### config.mk
export PLATFORM = sky130hd
export DESIGN_NAME = timed_output_override_manager
export DESIGN_NICKNAME = d
export VERILOG_FILES = /design/src/rtl/toom_pkg.sv /design/src/rtl/toom_ram.sv /design/src/rtl/timed_output_override_manager.sv
export VERILOG_INCLUDE_DIRS = /design/src /design/src/rtl
export SDC_FILE = /design/constraint.sdc
export NUM_CORES = 2
export LEC_CHECK = 0
export BUFFER_PORTS_ARGS = -buffer_cell sky130_fd_sc_hd__buf_2
export CAP_MARGIN = 20
export CORE_MARGIN = 3
export CORE_UTILIZATION = 42
export CTS_CLUSTER_DIAMETER = 120
export DETAILED_ROUTE_END_ITERATION = 8
export PLACE_DENSITY_LB_ADDON = 0.25
export SLEW_MARGIN = 20
export SYNTH_ARGS = -nofsm -noshare
export SYNTH_HDL_FRONTEND = slang
export SYNTH_SLANG_ARGS = --single-unit
export TNS_END_PERCENT = 5
### constraint.sdc
create_clock -name clock -period 7.7 [get_ports clock]
set_input_delay 1.54 -clock clock [delete_from_list [all_inputs] [get_ports clock]]
set_output_delay 1.54 -clock clock [all_outputs]
set_load 0.01 [all_outputs]
### src/rtl/timed_output_override_manager_defines.svh
// Assertion macros shared by the timed output override manager RTL.
`ifndef TIMED_OUTPUT_OVERRIDE_MANAGER_DEFINES_SVH
`define TIMED_OUTPUT_OVERRIDE_MANAGER_DEFINES_SVH
`ifndef SYNTHESIS
`define TOOM_ASSERT_IMPLY(lbl, clk, rst, ante, cons, msg) \
   lbl: assert property (@(posedge clk) disable iff (rst) (ante) |-> (cons)) \
      else $error(msg);
`define TOOM_ASSERT_NEXT(lbl, clk, rst, ante, cons, msg) \
   lbl: assert property (@(posedge clk) disable iff (rst) (ante) |=> (cons)) \
      else $error(msg);
`else
`define TOOM_ASSERT_IMPLY(lbl, clk, rst, ante, cons, msg)
`define TOOM_ASSERT_NEXT(lbl, clk, rst, ante, cons, msg)
`endif
`endif

### src/rtl/toom_pkg.sv
// Types, codes and constants of the timed output override manager.
`default_nettype none
package toom_pkg;

   localparam logic [3:0] CMD_SET_OVR    = 4'd0;
   localparam logic [3:0] CMD_CLR_OVR    = 4'd1;
   localparam logic [3:0] CMD_CLR_ALL    = 4'd2;
   localparam logic [3:0] CMD_FEED_START = 4'd3;
   localparam logic [3:0] CMD_FEED_STOP  = 4'd4;
   localparam logic [3:0] CMD_SVC_START  = 4'd5;
   localparam logic [3:0] CMD_SVC_STOP   = 4'd6;
   localparam logic [3:0] CMD_RESOLVE    = 4'd7;
   localparam logic [3:0] CMD_OVR_SNAP   = 4'd8;
   localparam logic [3:0] CMD_MODE_SNAP  = 4'd9;
   localparam logic [3:0] CMD_RESET      = 4'd10;

   localparam logic [1:0] ST_OK       = 2'd0;
   localparam logic [1:0] ST_BAD_TGT  = 2'd1;
   localparam logic [1:0] ST_BAD_DUR  = 2'd2;
   localparam logic [1:0] ST_CONFLICT = 2'd3;

   localparam logic [2:0] CSR_OVR_MIN   = 3'd0;
   localparam logic [2:0] CSR_OVR_MAX   = 3'd1;
   localparam logic [2:0] CSR_FEED_MIN  = 3'd2;
   localparam logic [2:0] CSR_FEED_MAX  = 3'd3;
   localparam logic [2:0] CSR_SVC_MIN   = 3'd4;
   localparam logic [2:0] CSR_SVC_MAX   = 3'd5;
   localparam logic [2:0] CSR_FEED_MASK = 3'd6;

   localparam logic [19:0] RST_OVR_MIN   = 20'd1;
   localparam logic [19:0] RST_OVR_MAX   = 20'd3600;
   localparam logic [19:0] RST_FEED_MIN  = 20'd1;
   localparam logic [19:0] RST_FEED_MAX  = 20'd900;
   localparam logic [19:0] RST_SVC_MIN   = 20'd1;
   localparam logic [19:0] RST_SVC_MAX   = 20'd3600;
   localparam logic [6:0]  RST_FEED_MASK = 7'd100;

   localparam logic [31:0] MS_PER_S    = 32'd1000;
   localparam logic [31:0] ROUND_UP_MS = 32'd999;
   // Multiplying by this and shifting right by DIV_SHIFT divides a 32-bit value by 1000.
   localparam logic [31:0] RECIP_1000  = 32'd2199023256;
   localparam int          DIV_SHIFT   = 41;
   localparam logic [19:0] MAX_SECS    = 20'hFFFFF;

   typedef struct packed {
      logic [1:0]  status;
      logic        drive;
      logic        managed;
      logic        ovr_active;
      logic        ovr_level;
      logic [19:0] ovr_left_s;
      logic        feed_active;
      logic [19:0] feed_left_s;
      logic        service_active;
      logic [19:0] service_left_s;
   } rsp_type;

   function automatic logic is_live(input logic [31:0] diff);
      return (diff != 32'd0) && !diff[31];
   endfunction

endpackage
`default_nettype wire

### src/rtl/toom_ram.sv
// Generic single-write, single-read RAM with registered read data.
`default_nettype none
module toom_ram #(
   parameter int WIDTH = 32,
   parameter int DEPTH = 8,
   localparam int AW = (DEPTH > 1) ? $clog2(DEPTH) : 1
) (
   input  wire logic             clock,
   input  wire logic             we,
   input  wire logic [AW-1:0]    waddr,
   input  wire logic [WIDTH-1:0] wdata,
   input  wire logic [AW-1:0]    raddr,
   output logic      [WIDTH-1:0] rdata
);

   logic [WIDTH-1:0] mem_ff [DEPTH];
   logic [WIDTH-1:0] rdata_ff;

   always_ff @(posedge clock) begin
      if (we) begin
         mem_ff[waddr] <= wdata;
      end
      rdata_ff <= mem_ff[raddr];
   end

   assign rdata = rdata_ff;

endmodule
`default_nettype wire

### src/rtl/timed_output_override_manager.sv
// Top level of the timed output override manager.
//
// A request on the req_ channel carries one command with the current time in
// milliseconds; every request yields exactly one response on the rsp_ channel.
// The block takes one request at a time: req_stall is low only while the
// sequencer is idle. Commands that expire timers first sweep every channel
// deadline and then the feeding and service deadlines through one shared
// subtractor. For an override or mode snapshot, each remaining-seconds value
// then passes through subtract, multiply and scale steps.
// The response sits in an output register, so the next request can be taken
// while the receiver stalls; a finished command then waits until that
// register is free. Synchronous reset clears all timers and overrides and
// restores the csr_ registers to their defaults; the csr_ port must be
// written only while the block is idle.
`default_nettype none
`include "timed_output_override_manager_defines.svh"
module timed_output_override_manager
   import toom_pkg::*;
#(
   parameter int NUM_CHANNELS = 7
) (
   input  wire logic        clock,
   input  wire logic        reset,
   input  wire logic        req_valid,
   output logic             req_stall,
   input  wire logic [3:0]  req_cmd,
   input  wire logic [2:0]  req_target,
   input  wire logic        req_on_request,
   input  wire logic [19:0] req_duration_s,
   input  wire logic        req_auto_level,
   input  wire logic [31:0] req_now_ms,
   output logic             rsp_valid,
   input  wire logic        rsp_stall,
   output logic [1:0]       rsp_status,
   output logic             rsp_drive,
   output logic             rsp_managed,
   output logic             rsp_ovr_active,
   output logic             rsp_ovr_level,
   output logic [19:0]      rsp_ovr_left_s,
   output logic             rsp_feed_active,
   output logic [19:0]      rsp_feed_left_s,
   output logic             rsp_service_active,
   output logic [19:0]      rsp_service_left_s,
   input  wire logic        csr_we,
   input  wire logic [2:0]  csr_index,
   input  wire logic [19:0] csr_wdata
);

   localparam int AW = (NUM_CHANNELS > 1) ? $clog2(NUM_CHANNELS) : 1;
   localparam int CW = $clog2(NUM_CHANNELS + 3);
   localparam logic [CW-1:0] LAPSE_CH_END = CW'(NUM_CHANNELS);
   localparam logic [CW-1:0] LAPSE_FEED   = CW'(NUM_CHANNELS + 1);
   localparam logic [CW-1:0] LAPSE_LAST   = CW'(NUM_CHANNELS + 2);
   localparam int QW = 64 - DIV_SHIFT;

   localparam logic [2:0] S_IDLE  = 3'd0;
   localparam logic [2:0] S_LAPSE = 3'd1;
   localparam logic [2:0] S_FETCH = 3'd2;
   localparam logic [2:0] S_EXEC  = 3'd3;
   localparam logic [2:0] S_SUB   = 3'd4;
   localparam logic [2:0] S_MUL   = 3'd5;
   localparam logic [2:0] S_QUO   = 3'd6;
   localparam logic [2:0] S_DONE  = 3'd7;

   localparam logic [1:0] SEL_OVR  = 2'd0;
   localparam logic [1:0] SEL_FEED = 2'd1;
   localparam logic [1:0] SEL_SVC  = 2'd2;

   logic [2:0]              state_ff, state_in;
   logic [CW-1:0]           cnt_ff, cnt_in;
   logic [1:0]              sel_ff, sel_in;
   logic                    rsp_valid_ff, rsp_valid_in;
   logic [NUM_CHANNELS-1:0] ovr_on_ff, ovr_on_in;
   logic [NUM_CHANNELS-1:0] ovr_val_ff, ovr_val_in;
   logic                    feed_on_ff, feed_on_in;
   logic                    svc_on_ff, svc_on_in;
   logic [19:0]             ovr_min_ff, ovr_min_in;
   logic [19:0]             ovr_max_ff, ovr_max_in;
   logic [19:0]             feed_min_ff, feed_min_in;
   logic [19:0]             feed_max_ff, feed_max_in;
   logic [19:0]             svc_min_ff, svc_min_in;
   logic [19:0]             svc_max_ff, svc_max_in;
   logic [6:0]              feed_mask_ff, feed_mask_in;

   logic [3:0]              cmd_ff, cmd_in;
   logic [2:0]              tgt_ff, tgt_in;
   logic                    onreq_ff, onreq_in;
   logic [19:0]             dur_ff, dur_in;
   logic                    auto_ff, auto_in;
   logic [31:0]             now_ff, now_in;
   logic [31:0]             feed_dl_ff, feed_dl_in;
   logic [31:0]             svc_dl_ff, svc_dl_in;
   logic [31:0]             num_ff, num_in;
   logic                    live_ff, live_in;
   logic [63:0]             prod_ff, prod_in;
   rsp_type                 res_ff, res_in;
   rsp_type                 rsp_ff, rsp_in;

   logic                    ram_we;
   logic [AW-1:0]           ram_raddr;
   logic [31:0]             ram_rdata;

   logic [AW-1:0]           tgt_idx;
   logic [CW-1:0]           lap_dec;
   logic [AW-1:0]           lap_idx;
   logic [31:0]             op;
   logic [31:0]             diff;
   logic                    live;
   logic [31:0]             dl_new;
   logic                    tgt_ok;
   logic [7:0]              mask_ext;
   logic [QW-1:0]           quo;
   logic [19:0]             secs;
   logic                    act;

   assign tgt_idx  = AW'(tgt_ff);
   assign lap_dec  = cnt_ff - CW'(1);
   assign lap_idx  = lap_dec[AW-1:0];
   assign tgt_ok   = 32'(tgt_ff) < NUM_CHANNELS;
   assign mask_ext = {1'b0, feed_mask_ff};
   assign dl_new   = now_ff + (32'(dur_ff) * MS_PER_S);
   assign quo      = prod_ff[63:DIV_SHIFT];
   assign secs     = (quo > QW'(MAX_SECS)) ? MAX_SECS : quo[19:0];

   always_comb begin
      if (state_ff == S_LAPSE) begin
         if (cnt_ff == LAPSE_FEED) begin
            op = feed_dl_ff;
         end else if (cnt_ff == LAPSE_LAST) begin
            op = svc_dl_ff;
         end else begin
            op = ram_rdata;
         end
      end else begin
         case (sel_ff)
            SEL_FEED: op = feed_dl_ff;
            SEL_SVC:  op = svc_dl_ff;
            default:  op = ram_rdata;
         endcase
      end
   end

   assign diff = op - now_ff;
   assign live = is_live(diff);

   always_comb begin
      case (sel_ff)
         SEL_FEED: act = feed_on_ff;
         SEL_SVC:  act = svc_on_ff;
         default:  act = ovr_on_ff[tgt_idx];
      endcase
   end

   always_comb begin
      state_in     = state_ff;
      cnt_in       = cnt_ff;
      sel_in       = sel_ff;
      rsp_valid_in = rsp_valid_ff;
      ovr_on_in    = ovr_on_ff;
      ovr_val_in   = ovr_val_ff;
      feed_on_in   = feed_on_ff;
      svc_on_in    = svc_on_ff;
      ovr_min_in   = ovr_min_ff;
      ovr_max_in   = ovr_max_ff;
      feed_min_in  = feed_min_ff;
      feed_max_in  = feed_max_ff;
      svc_min_in   = svc_min_ff;
      svc_max_in   = svc_max_ff;
      feed_mask_in = feed_mask_ff;
      cmd_in       = cmd_ff;
      tgt_in       = tgt_ff;
      onreq_in     = onreq_ff;
      dur_in       = dur_ff;
      auto_in      = auto_ff;
      now_in       = now_ff;
      feed_dl_in   = feed_dl_ff;
      svc_dl_in    = svc_dl_ff;
      num_in       = num_ff;
      live_in      = live_ff;
      prod_in      = prod_ff;
      res_in       = res_ff;
      rsp_in       = rsp_ff;
      ram_we       = 1'b0;
      ram_raddr    = tgt_idx;

      if (csr_we) begin
         case (csr_index)
            CSR_OVR_MIN:   ovr_min_in   = csr_wdata;
            CSR_OVR_MAX:   ovr_max_in   = csr_wdata;
            CSR_FEED_MIN:  feed_min_in  = csr_wdata;
            CSR_FEED_MAX:  feed_max_in  = csr_wdata;
            CSR_SVC_MIN:   svc_min_in   = csr_wdata;
            CSR_SVC_MAX:   svc_max_in   = csr_wdata;
            CSR_FEED_MASK: feed_mask_in = csr_wdata[6:0];
            default: ;
         endcase
      end

      if (rsp_valid_ff && !rsp_stall) begin
         rsp_valid_in = 1'b0;
      end

      case (state_ff)
         S_IDLE: begin
            if (req_valid) begin
               cmd_in   = req_cmd;
               tgt_in   = req_target;
               onreq_in = req_on_request;
               dur_in   = req_duration_s;
               auto_in  = req_auto_level;
               now_in   = req_now_ms;
               res_in   = '0;
               cnt_in   = '0;
               sel_in   = SEL_OVR;
               if (req_cmd inside {CMD_SET_OVR, CMD_FEED_START, CMD_SVC_START,
                                   CMD_RESOLVE, CMD_OVR_SNAP, CMD_MODE_SNAP}) begin
                  state_in = S_LAPSE;
               end else begin
                  state_in = S_EXEC;
               end
            end
         end
         S_LAPSE: begin
            ram_raddr = (cnt_ff < LAPSE_CH_END) ? cnt_ff[AW-1:0] : '0;
            cnt_in    = cnt_ff + CW'(1);
            if (cnt_ff != '0 && cnt_ff <= LAPSE_CH_END && !live) begin
               ovr_on_in[lap_idx] = 1'b0;
            end
            if (cnt_ff == LAPSE_FEED && !live) begin
               feed_on_in = 1'b0;
            end
            if (cnt_ff == LAPSE_LAST) begin
               if (!live) begin
                  svc_on_in = 1'b0;
               end
               state_in = S_FETCH;
            end
         end
         S_FETCH: begin
            state_in = S_EXEC;
         end
         S_EXEC: begin
            state_in = S_DONE;
            case (cmd_ff)
               CMD_SET_OVR: begin
                  if (!tgt_ok) begin
                     res_in.status = ST_BAD_TGT;
                  end else if (dur_ff < ovr_min_ff || dur_ff > ovr_max_ff) begin
                     res_in.status = ST_BAD_DUR;
                  end else if (svc_on_ff) begin
                     res_in.status = ST_CONFLICT;
                  end else begin
                     ovr_on_in[tgt_idx]  = 1'b1;
                     ovr_val_in[tgt_idx] = onreq_ff;
                     ram_we              = 1'b1;
                  end
               end
               CMD_CLR_OVR: begin
                  if (!tgt_ok) begin
                     res_in.status = ST_BAD_TGT;
                  end else begin
                     ovr_on_in[tgt_idx] = 1'b0;
                  end
               end
               CMD_CLR_ALL: begin
                  ovr_on_in = '0;
               end
               CMD_FEED_START: begin
                  if (dur_ff < feed_min_ff || dur_ff > feed_max_ff) begin
                     res_in.status = ST_BAD_DUR;
                  end else if (svc_on_ff) begin
                     res_in.status = ST_CONFLICT;
                  end else begin
                     feed_on_in = 1'b1;
                     feed_dl_in = dl_new;
                  end
               end
               CMD_FEED_STOP: begin
                  feed_on_in = 1'b0;
               end
               CMD_SVC_START: begin
                  if (dur_ff < svc_min_ff || dur_ff > svc_max_ff) begin
                     res_in.status = ST_BAD_DUR;
                  end else begin
                     feed_on_in = 1'b0;
                     ovr_on_in  = '0;
                     svc_on_in  = 1'b1;
                     svc_dl_in  = dl_new;
                  end
               end
               CMD_SVC_STOP: begin
                  svc_on_in = 1'b0;
               end
               CMD_RESOLVE: begin
                  res_in.drive   = auto_ff;
                  res_in.managed = 1'b0;
                  if (!tgt_ok) begin
                     res_in.status = ST_BAD_TGT;
                  end else if (svc_on_ff || (feed_on_ff && mask_ext[tgt_ff])) begin
                     res_in.drive   = 1'b0;
                     res_in.managed = 1'b1;
                  end else if (ovr_on_ff[tgt_idx]) begin
                     res_in.drive   = ovr_val_ff[tgt_idx];
                     res_in.managed = 1'b1;
                  end
               end
               CMD_OVR_SNAP: begin
                  if (!tgt_ok) begin
                     res_in.status = ST_BAD_TGT;
                  end else begin
                     res_in.ovr_active = ovr_on_ff[tgt_idx];
                     res_in.ovr_level  = ovr_val_ff[tgt_idx];
                     sel_in            = SEL_OVR;
                     state_in          = S_SUB;
                  end
               end
               CMD_MODE_SNAP: begin
                  res_in.feed_active    = feed_on_ff;
                  res_in.service_active = svc_on_ff;
                  sel_in                = SEL_FEED;
                  state_in              = S_SUB;
               end
               CMD_RESET: begin
                  ovr_on_in  = '0;
                  ovr_val_in = '0;
                  feed_on_in = 1'b0;
                  feed_dl_in = '0;
                  svc_on_in  = 1'b0;
                  svc_dl_in  = '0;
               end
               default: ;
            endcase
         end
         S_SUB: begin
            num_in   = diff + ROUND_UP_MS;
            live_in  = live;
            state_in = S_MUL;
         end
         S_MUL: begin
            prod_in  = 64'(num_ff) * 64'(RECIP_1000);
            state_in = S_QUO;
         end
         S_QUO: begin
            case (sel_ff)
               SEL_FEED: begin
                  res_in.feed_left_s = (act && live_ff) ? secs : '0;
                  sel_in             = SEL_SVC;
                  state_in           = S_SUB;
               end
               SEL_SVC: begin
                  res_in.service_left_s = (act && live_ff) ? secs : '0;
                  state_in              = S_DONE;
               end
               default: begin
                  res_in.ovr_left_s = (act && live_ff) ? secs : '0;
                  state_in          = S_DONE;
               end
            endcase
         end
         S_DONE: begin
            if (!rsp_valid_ff || !rsp_stall) begin
               rsp_in       = res_ff;
               rsp_valid_in = 1'b1;
               state_in     = S_IDLE;
            end
         end
         default: begin
            state_in = S_IDLE;
         end
      endcase
   end

   always_ff @(posedge clock) begin
      if (reset) begin
         state_ff     <= S_IDLE;
         cnt_ff       <= '0;
         sel_ff       <= SEL_OVR;
         rsp_valid_ff <= 1'b0;
         ovr_on_ff    <= '0;
         ovr_val_ff   <= '0;
         feed_on_ff   <= 1'b0;
         svc_on_ff    <= 1'b0;
         ovr_min_ff   <= RST_OVR_MIN;
         ovr_max_ff   <= RST_OVR_MAX;
         feed_min_ff  <= RST_FEED_MIN;
         feed_max_ff  <= RST_FEED_MAX;
         svc_min_ff   <= RST_SVC_MIN;
         svc_max_ff   <= RST_SVC_MAX;
         feed_mask_ff <= RST_FEED_MASK;
      end else begin
         state_ff     <= state_in;
         cnt_ff       <= cnt_in;
         sel_ff       <= sel_in;
         rsp_valid_ff <= rsp_valid_in;
         ovr_on_ff    <= ovr_on_in;
         ovr_val_ff   <= ovr_val_in;
         feed_on_ff   <= feed_on_in;
         svc_on_ff    <= svc_on_in;
         ovr_min_ff   <= ovr_min_in;
         ovr_max_ff   <= ovr_max_in;
         feed_min_ff  <= feed_min_in;
         feed_max_ff  <= feed_max_in;
         svc_min_ff   <= svc_min_in;
         svc_max_ff   <= svc_max_in;
         feed_mask_ff <= feed_mask_in;
      end
   end

   always_ff @(posedge clock) begin
      cmd_ff     <= cmd_in;
      tgt_ff     <= tgt_in;
      onreq_ff   <= onreq_in;
      dur_ff     <= dur_in;
      auto_ff    <= auto_in;
      now_ff     <= now_in;
      feed_dl_ff <= feed_dl_in;
      svc_dl_ff  <= svc_dl_in;
      num_ff     <= num_in;
      live_ff    <= live_in;
      prod_ff    <= prod_in;
      res_ff     <= res_in;
      rsp_ff     <= rsp_in;
   end

   toom_ram #(
      .WIDTH (32),
      .DEPTH (NUM_CHANNELS)
   ) u_deadline_ram (
      .clock (clock),
      .we    (ram_we),
      .waddr (tgt_idx),
      .wdata (dl_new),
      .raddr (ram_raddr),
      .rdata (ram_rdata)
   );

   assign req_stall          = (state_ff != S_IDLE);
   assign rsp_valid          = rsp_valid_ff;
   assign rsp_status         = rsp_ff.status;
   assign rsp_drive          = rsp_ff.drive;
   assign rsp_managed        = rsp_ff.managed;
   assign rsp_ovr_active     = rsp_ff.ovr_active;
   assign rsp_ovr_level      = rsp_ff.ovr_level;
   assign rsp_ovr_left_s     = rsp_ff.ovr_left_s;
   assign rsp_feed_active    = rsp_ff.feed_active;
   assign rsp_feed_left_s    = rsp_ff.feed_left_s;
   assign rsp_service_active = rsp_ff.service_active;
   assign rsp_service_left_s = rsp_ff.service_left_s;

   // Service mode excludes feeding and every override.
   `TOOM_ASSERT_IMPLY(a_svc_exclusive, clock, reset, svc_on_ff, (ovr_on_ff == '0) && !feed_on_ff, "service active alongside feeding or override")
   `TOOM_ASSERT_NEXT(a_accept_busy, clock, reset, req_valid && !req_stall, (state_ff == S_LAPSE) || (state_ff == S_EXEC), "accepted request did not start")
   `TOOM_ASSERT_IMPLY(a_lapse_bound, clock, reset, state_ff == S_LAPSE, cnt_ff <= LAPSE_LAST, "expiry sweep overran")
   `TOOM_ASSERT_NEXT(a_done_handoff, clock, reset, (state_ff == S_DONE) && (!rsp_valid_ff || !rsp_stall), rsp_valid_ff && (state_ff == S_IDLE), "finished command not handed to response")

endmodule
`default_nettype wire

## After elaboration in Yosys (flattened, before gate mapping)

Memories as Yosys holds them, arrays and structs flattened. A register that Yosys moved wholly into a read port is not among the register bits.
Index checks and enable logic that the tools add are counted.

| cells by class | value |
|---|---|
| bitwise operators | 5 |
| reduce and logical (&&, ||, !) cells | 64 |
| equal/unequal tests | 66 |
| $lt $le $gt $ge | 14 |
| add/subtract/negate cells | 5 |
| muxes and demuxes | 98 |
| multiply operators | 2 |

Operator list:

| operator | number |
|---|---|
| $mux 32 | 6 |
| $pmux 32 s2 | 3 |
| $pmux 20 s2 | 3 |
| $mux 20 | 5 |
| $mux 68 | 1 |
| $mux 7 | 9 |
| $mul 32x29->61 const B | 1 |
| $gt 20x20->1 | 3 |
| $lt 20x20->1 | 3 |
| $mux 2 | 18 |
| $add 32x10->32 const B | 1 |
| $add 32x30->32 | 1 |
| $reduce_bool 32->1 | 1 |
| $sub 32x32->32 | 1 |
| $ne 3x3->1 const B | 10 |
| $eq 4x4->1 const B | 7 |
| $pmux 7 s2 | 2 |
| $pmux 7 s4 | 1 |
| $mul 20x7->27 const B | 1 |
| $eq 4x3->1 const B | 6 |
| $mux 1 | 24 |
| $ne 2x2->1 const B | 12 |
| $pmux 3 s8 | 1 |
| $gt 23x20->1 const B | 1 |
| other kinds (51) | 133 |

| storage, ports and cells | value |
|---|---|
| word-level logic and storage cells | 301 |
| bits of input ports | 89 |
| memories kept | 1 |
| RAM bits | 224 |
| bits in registers | 508 |
| output and inout bits | 70 |

Memory list:

| name | words | bits a word | read ports | clocked after Yosys merged registers in | wr ports | line | source |
|---|---|---|---|---|---|---|---|
| u_deadline_ram.mem_ff | 7 | 32 | 1 | 1 | 1 | toom_ram.sv:16 | `logic [WIDTH-1:0] mem_ff [DEPTH];` |

## Logic depth before layout (Yosys ltp)

| logic depth | value |
|---|---|
| depth in word-level cells | 11 |
| gate-level depth with buffers | 27 |
| depth with buffers taken out | 27 |

## Hierarchy

From an unflattened synthesis, not the netlist that was laid out.

| second synthesis, totals | value |
|---|---|
| cell total of the unflattened synthesis | 4799 |
| area total of the unflattened synthesis | 52424.0 sq um |

By module, submodules not included:

| module | instances | cells an instance | seq. area each (sq um) | area each (sq um) |
|---|---|---|---|---|
| timed_output_override_manager | 1 | 4308 | 12582.1 | 42579.6 |
| toom_ram | 1 | 491 | 7367.1 | 9844.4 |

## Worst setup path after synthesis

OpenSTA, ideal clock, no wires.

| timing | value |
|---|---|
| path kind | reg2reg |
| start | register dur_ff[2] |
| end | memory u_deadline_ram.mem_ff[0][30], data pin |
| buffers on the path | 0 |
| arrival time | 7.304 ns |
| library setup time | 0.297 ns |
| period minus slack after synthesis | 7.601 ns |
| setup slack | 0.099 ns |
| cell stages (with the launch flop) | 27 |
| cell sequence | edfxtp_1 inv_1 fa_1 fa_1 fa_1 fa_1 inv_1 ha_1 o21a_1 o21ai_0 a21oi_1 o21a_1 o21a_1 o41ai_1 o21bai_1 a21oi_1 xnor2_1 ha_1 and3_1 and3_1 a221o_1 a21o_1 a22o_1 or4_1 and2_1 a2111oi_2 xnor2_1 |

| on the way | value |
|---|---|
| word-level cells in the longest chain between the ends | 2 |

RTL lines:

| item | line | source |
|---|---|---|
| start: declaration | timed_output_override_manager.sv:88 | `logic [19:0] dur_ff, dur_in;` |
| start signal: assignment | timed_output_override_manager.sv:413 | `dur_ff <= dur_in;` |
| $mul 20x7->27 | timed_output_override_manager.sv:121 | `assign dl_new = now_ff + (32'(dur_ff) * MS_PER_S);` |
| $add 32x30->32 | timed_output_override_manager.sv:121 |  |
| named net dl_new[30] | timed_output_override_manager.sv:109 | `logic [31:0] dl_new;` |
| end: declaration | toom_ram.sv:16 |  |

The timed path passes the listed nets, and every way through them passes these cells.

## Final worst setup path

| timing | value |
|---|---|
| start | register num_ff[7] |
| end | register prod_ff[57], data pin |

| on the way | value |
|---|---|
| word-level cells in the longest chain between the ends | 1 |

RTL lines:

| item | line | source |
|---|---|---|
| start: declaration | timed_output_override_manager.sv:93 | `logic [31:0] num_ff, num_in;` |
| start signal: assignment | timed_output_override_manager.sv:418 | `num_ff <= num_in;` |
| $mul 32x29->61 | timed_output_override_manager.sv:340 | `prod_in = 64'(num_ff) * 64'(RECIP_1000);` |
| end signal: assignment | timed_output_override_manager.sv:420 | `prod_ff <= prod_in;` |
| end: declaration | timed_output_override_manager.sv:95 | `logic [63:0] prod_ff, prod_in;` |

Every way passes these cells.
A chain may end at the register's enable or synchronous reset.

==> impl_results.md <==
* I/O pins at 159
* Area Overhead vs Synth at 13.5%
* Placer Congestion at 0.896
* CTS buffer count at 82
* Final Skew at 0.0626 ns
* GR met3 Demand/Resource at 0.0255
* Initial DRC count at 2477
* Worst Path Required at 8.11 ns
* GRT Residual Overflow at 0
* Top FF cell, synth: edfxtp_1
* Core footprint at 122000 sq um
* Number of distinct library cells after synthesis at 89
* Initial Util at 0.423
* Worst Hold Slack at 0.416 ns
* Max Fclk at 0.133 GHz
* Vias in the first global route at 36700
* Slowest library cell on the worst path: fa_1
* Hold Crit Class: register to register
* DP Worst Slack at -0.631 ns
* # DRC at 0
* Slew @ Worst Pin at 1.12 ns
* Slew Viols, Final at 0
* Clk sinks at 726
* Met1 Resource Use GR at 0.282
* Status: finished, final reports clean
* WL/cell at 19.1 um
* First-pass GRT wire length at 208000 um
* Post-synthesis sequential area ratio at 0.386
* Via count at 36300
* Synth async-reset ratio at 0
* WS Path Type: register to register
* Initial antenna violation count at 4
* Clock buffer depth at 3
* Clk Latency, worst-skew pair at 0.69 ns
* Clock transition at path regs at 0.06 ns
* Final WL at 132000 um
* Yosys synthesis warning count at 0
* DR vias/cell at 5.23
* Total GRT Usage at 0.209
* Layout cells sized above 1 at 0.113
* Worst setup margin at 0.176 ns
* Port Buffers at 158
* CP endpoint kind: register
* Hold-fix buffers, CTS at 0
* CP peak stage delay at 0.54 ns
* Htree depth at 3
* Critical-path maximum fanout at 3
* Mapped cell area at 51700 sq um
* Pin count of the biggest net entering global routing at 98
* Chip Width at 357 um
* Crit path DAT at 7.93 ns
* Syn_nets at 6041
* Endpoints failing hold at 0
* Router iterations before antenna repair at 5
* Core Rows at 128
* Filler Cells Inserted at 11300
* Final HPWL DP at 99000 um
* Syn_area_per_cell at 10.4 sq um
* CTS tree: yes
* Die ar. at 127000 sq um
* Slew margin rel. at 0.254
* Period minus WS final at 7.52 ns
* Die height at 357 um
* Final setup fails at 0
* Final period utilization at 0.977
* Post-synthesis register bit count at 726
* GR Util met2 at 0.362
* Global routing's busiest layer: met2
* Number of synthesized flops with an enable pin at 541
* ANT nets after route at 0
* Root Driver: clkbuf_16
* Worst setup SP type: register
* Post-Synthesis Cells at 4951
* RSZ-0062 raised after global routing: true
* NumNets Final at 6332
* Max_cap viols at 0
-- metal layers --
metal | vias up | part of all wire
met4 | 0 | 0.021
met5 | - | 0
met3 | 171 | 0.053
li1 | 17500 | -
met2 | 878 | 0.48
met1 | 17800 | 0.44
-- registers in the layout, summed over array words and instances (netlist names), 20 cells and up --
signal / count
rsp_service_left_s: 20
u_deadline_ram.rdata: 32
svc_min_ff: 20
prod_ff: 23
rsp_feed_left_s: 20
svc_max_ff: 20
feed_dl_ff: 32
now_ff: 32
res_ff: 68
dur_ff: 20
feed_min_ff: 20
ovr_min_ff: 20
u_deadline_ram.mem_ff: 224
svc_dl_ff: 32
feed_max_ff: 20
ovr_max_ff: 20
rsp_ovr_left_s: 20
num_ff: 32
-- repair_timing --
item | CTS | global route
endpoints found under the hold margin | 0 | 0
setup buffers | 5 | 18
pin swaps | 7 | 29
cloned | 0 | 0
endpoints found under the setup margin | 23 | 46
resized for setup | 20 | 40
-- final timing paths --
| kind | startpoint | slack (ns) | to | depth (start not counted) |
|---|---|---|---|---|
| max reg2reg | num_ff[7]$_DFFE_PP_ | 0.18 | prod_ff[57]$_DFFE_PP_ | 29 |
| max | num_ff[7]$_DFFE_PP_ | 0.18 | prod_ff[57]$_DFFE_PP_ | 29 |
| min reg2reg | res_ff[24]$_DFFE_PP_ | 0.42 | rsp_feed_left_s[3]$_DFFE_PP_ | 0 |
| min | res_ff[24]$_DFFE_PP_ | 0.42 | rsp_feed_left_s[3]$_DFFE_PP_ | 0 |
-- through the flow --
stage	setup TNS, ns	cells	util	cell area, sq um
3_5_place_dp	-7.17	6761	0.454	55400
6_report	0	6938	0.481	58600
4_1_cts	-0.0316	6917	0.478	58300
3_3_place_gp	-4.99	6761	0.454	55400
2_1_floorplan	0	4951	-	51700
5_1_grt	-0.336	6936	0.480	58600
-- cells by family (layout without fill, tap and decap cells) --
group                    Yosys count  after routing  synth area share
multiplexers                      48             48            0.0103
AND/OR/NAND/NOR                 1194           1194             0.107
other                              0              4                 0
adder cells (fa/ha/maj)         1001           1001             0.296
flip-flops                       726            726             0.386
XOR/XNOR                         118            118            0.0200
AO/OA/AOI/OAI                    907            907             0.110
buffers and inverters            957           1315            0.0708
-- cell type report --
type,count,area [sq um],share of cell area
timing repair buffer,360,2360,0.0402
clock buffer,95,2130,0.0364
antenna,4,10.0,0.000171
multi-input combinational,3268,28500,0.486
tap,1625,2030,0.0347
sequential,726,19900,0.340
clock inverter,56,654,0.0112
inverter,804,3020,0.0515
-- cells in the mapped netlist, types with 56 or more instances --
cell type / number / area share
a21oi_1: 356 / 0.034
ha_1: 631 / 0.15
nor2_1: 165 / 0.012
clkbuf_1: 131 / 0.0095
nand3_1: 144 / 0.014
edfxtp_1: 541 / 0.31
fa_1: 370 / 0.14
a21o_1: 82 / 0.012
o21ai_0: 165 / 0.016
xnor2_1: 82 / 0.014
nand2_1: 563 / 0.041
dfxtp_1: 185 / 0.072
inv_1: 804 / 0.058
o21a_1: 56 / 0.0081
-- worst max-delay path, delay by kind of cell (launching register included) --
kind                       cells  cell delay [ns]
buffers and inverters          9             0.76
and+or+nand+nor                4             0.80
DFF                            1             0.47
adders and majority gates      9             3.83
xor gates and xnor gates       1             0.10
AOI/OAI and AO/OA              6             1.31
-- placed cells by master (no fill, tap or decap), types with 36 or more instances in the layout --
cell type	netlist	layout
o211ai_1	50	50
ha_1	631	620
clkbuf_16	0	83
xor2_1	36	36
a21oi_1	356	350
a22oi_1	42	40
xnor2_1	82	80
nor2_1	165	162
nand3_1	144	144
mux2i_1	39	39
nand2_1	563	563
nand4_1	38	38
and2_1	47	45
a21o_1	82	82
dfxtp_1	185	185
o21a_1	56	56
buf_4	3	195
inv_1	804	799
nor2b_1	37	36
fa_1	370	362
edfxtp_1	541	541
buf_2	1	157
o21ai_0	165	162
nor3_1	51	45
Power is not shown: default switching activity piles up to over one toggle a cycle in this logic, so the estimate is an artifact.
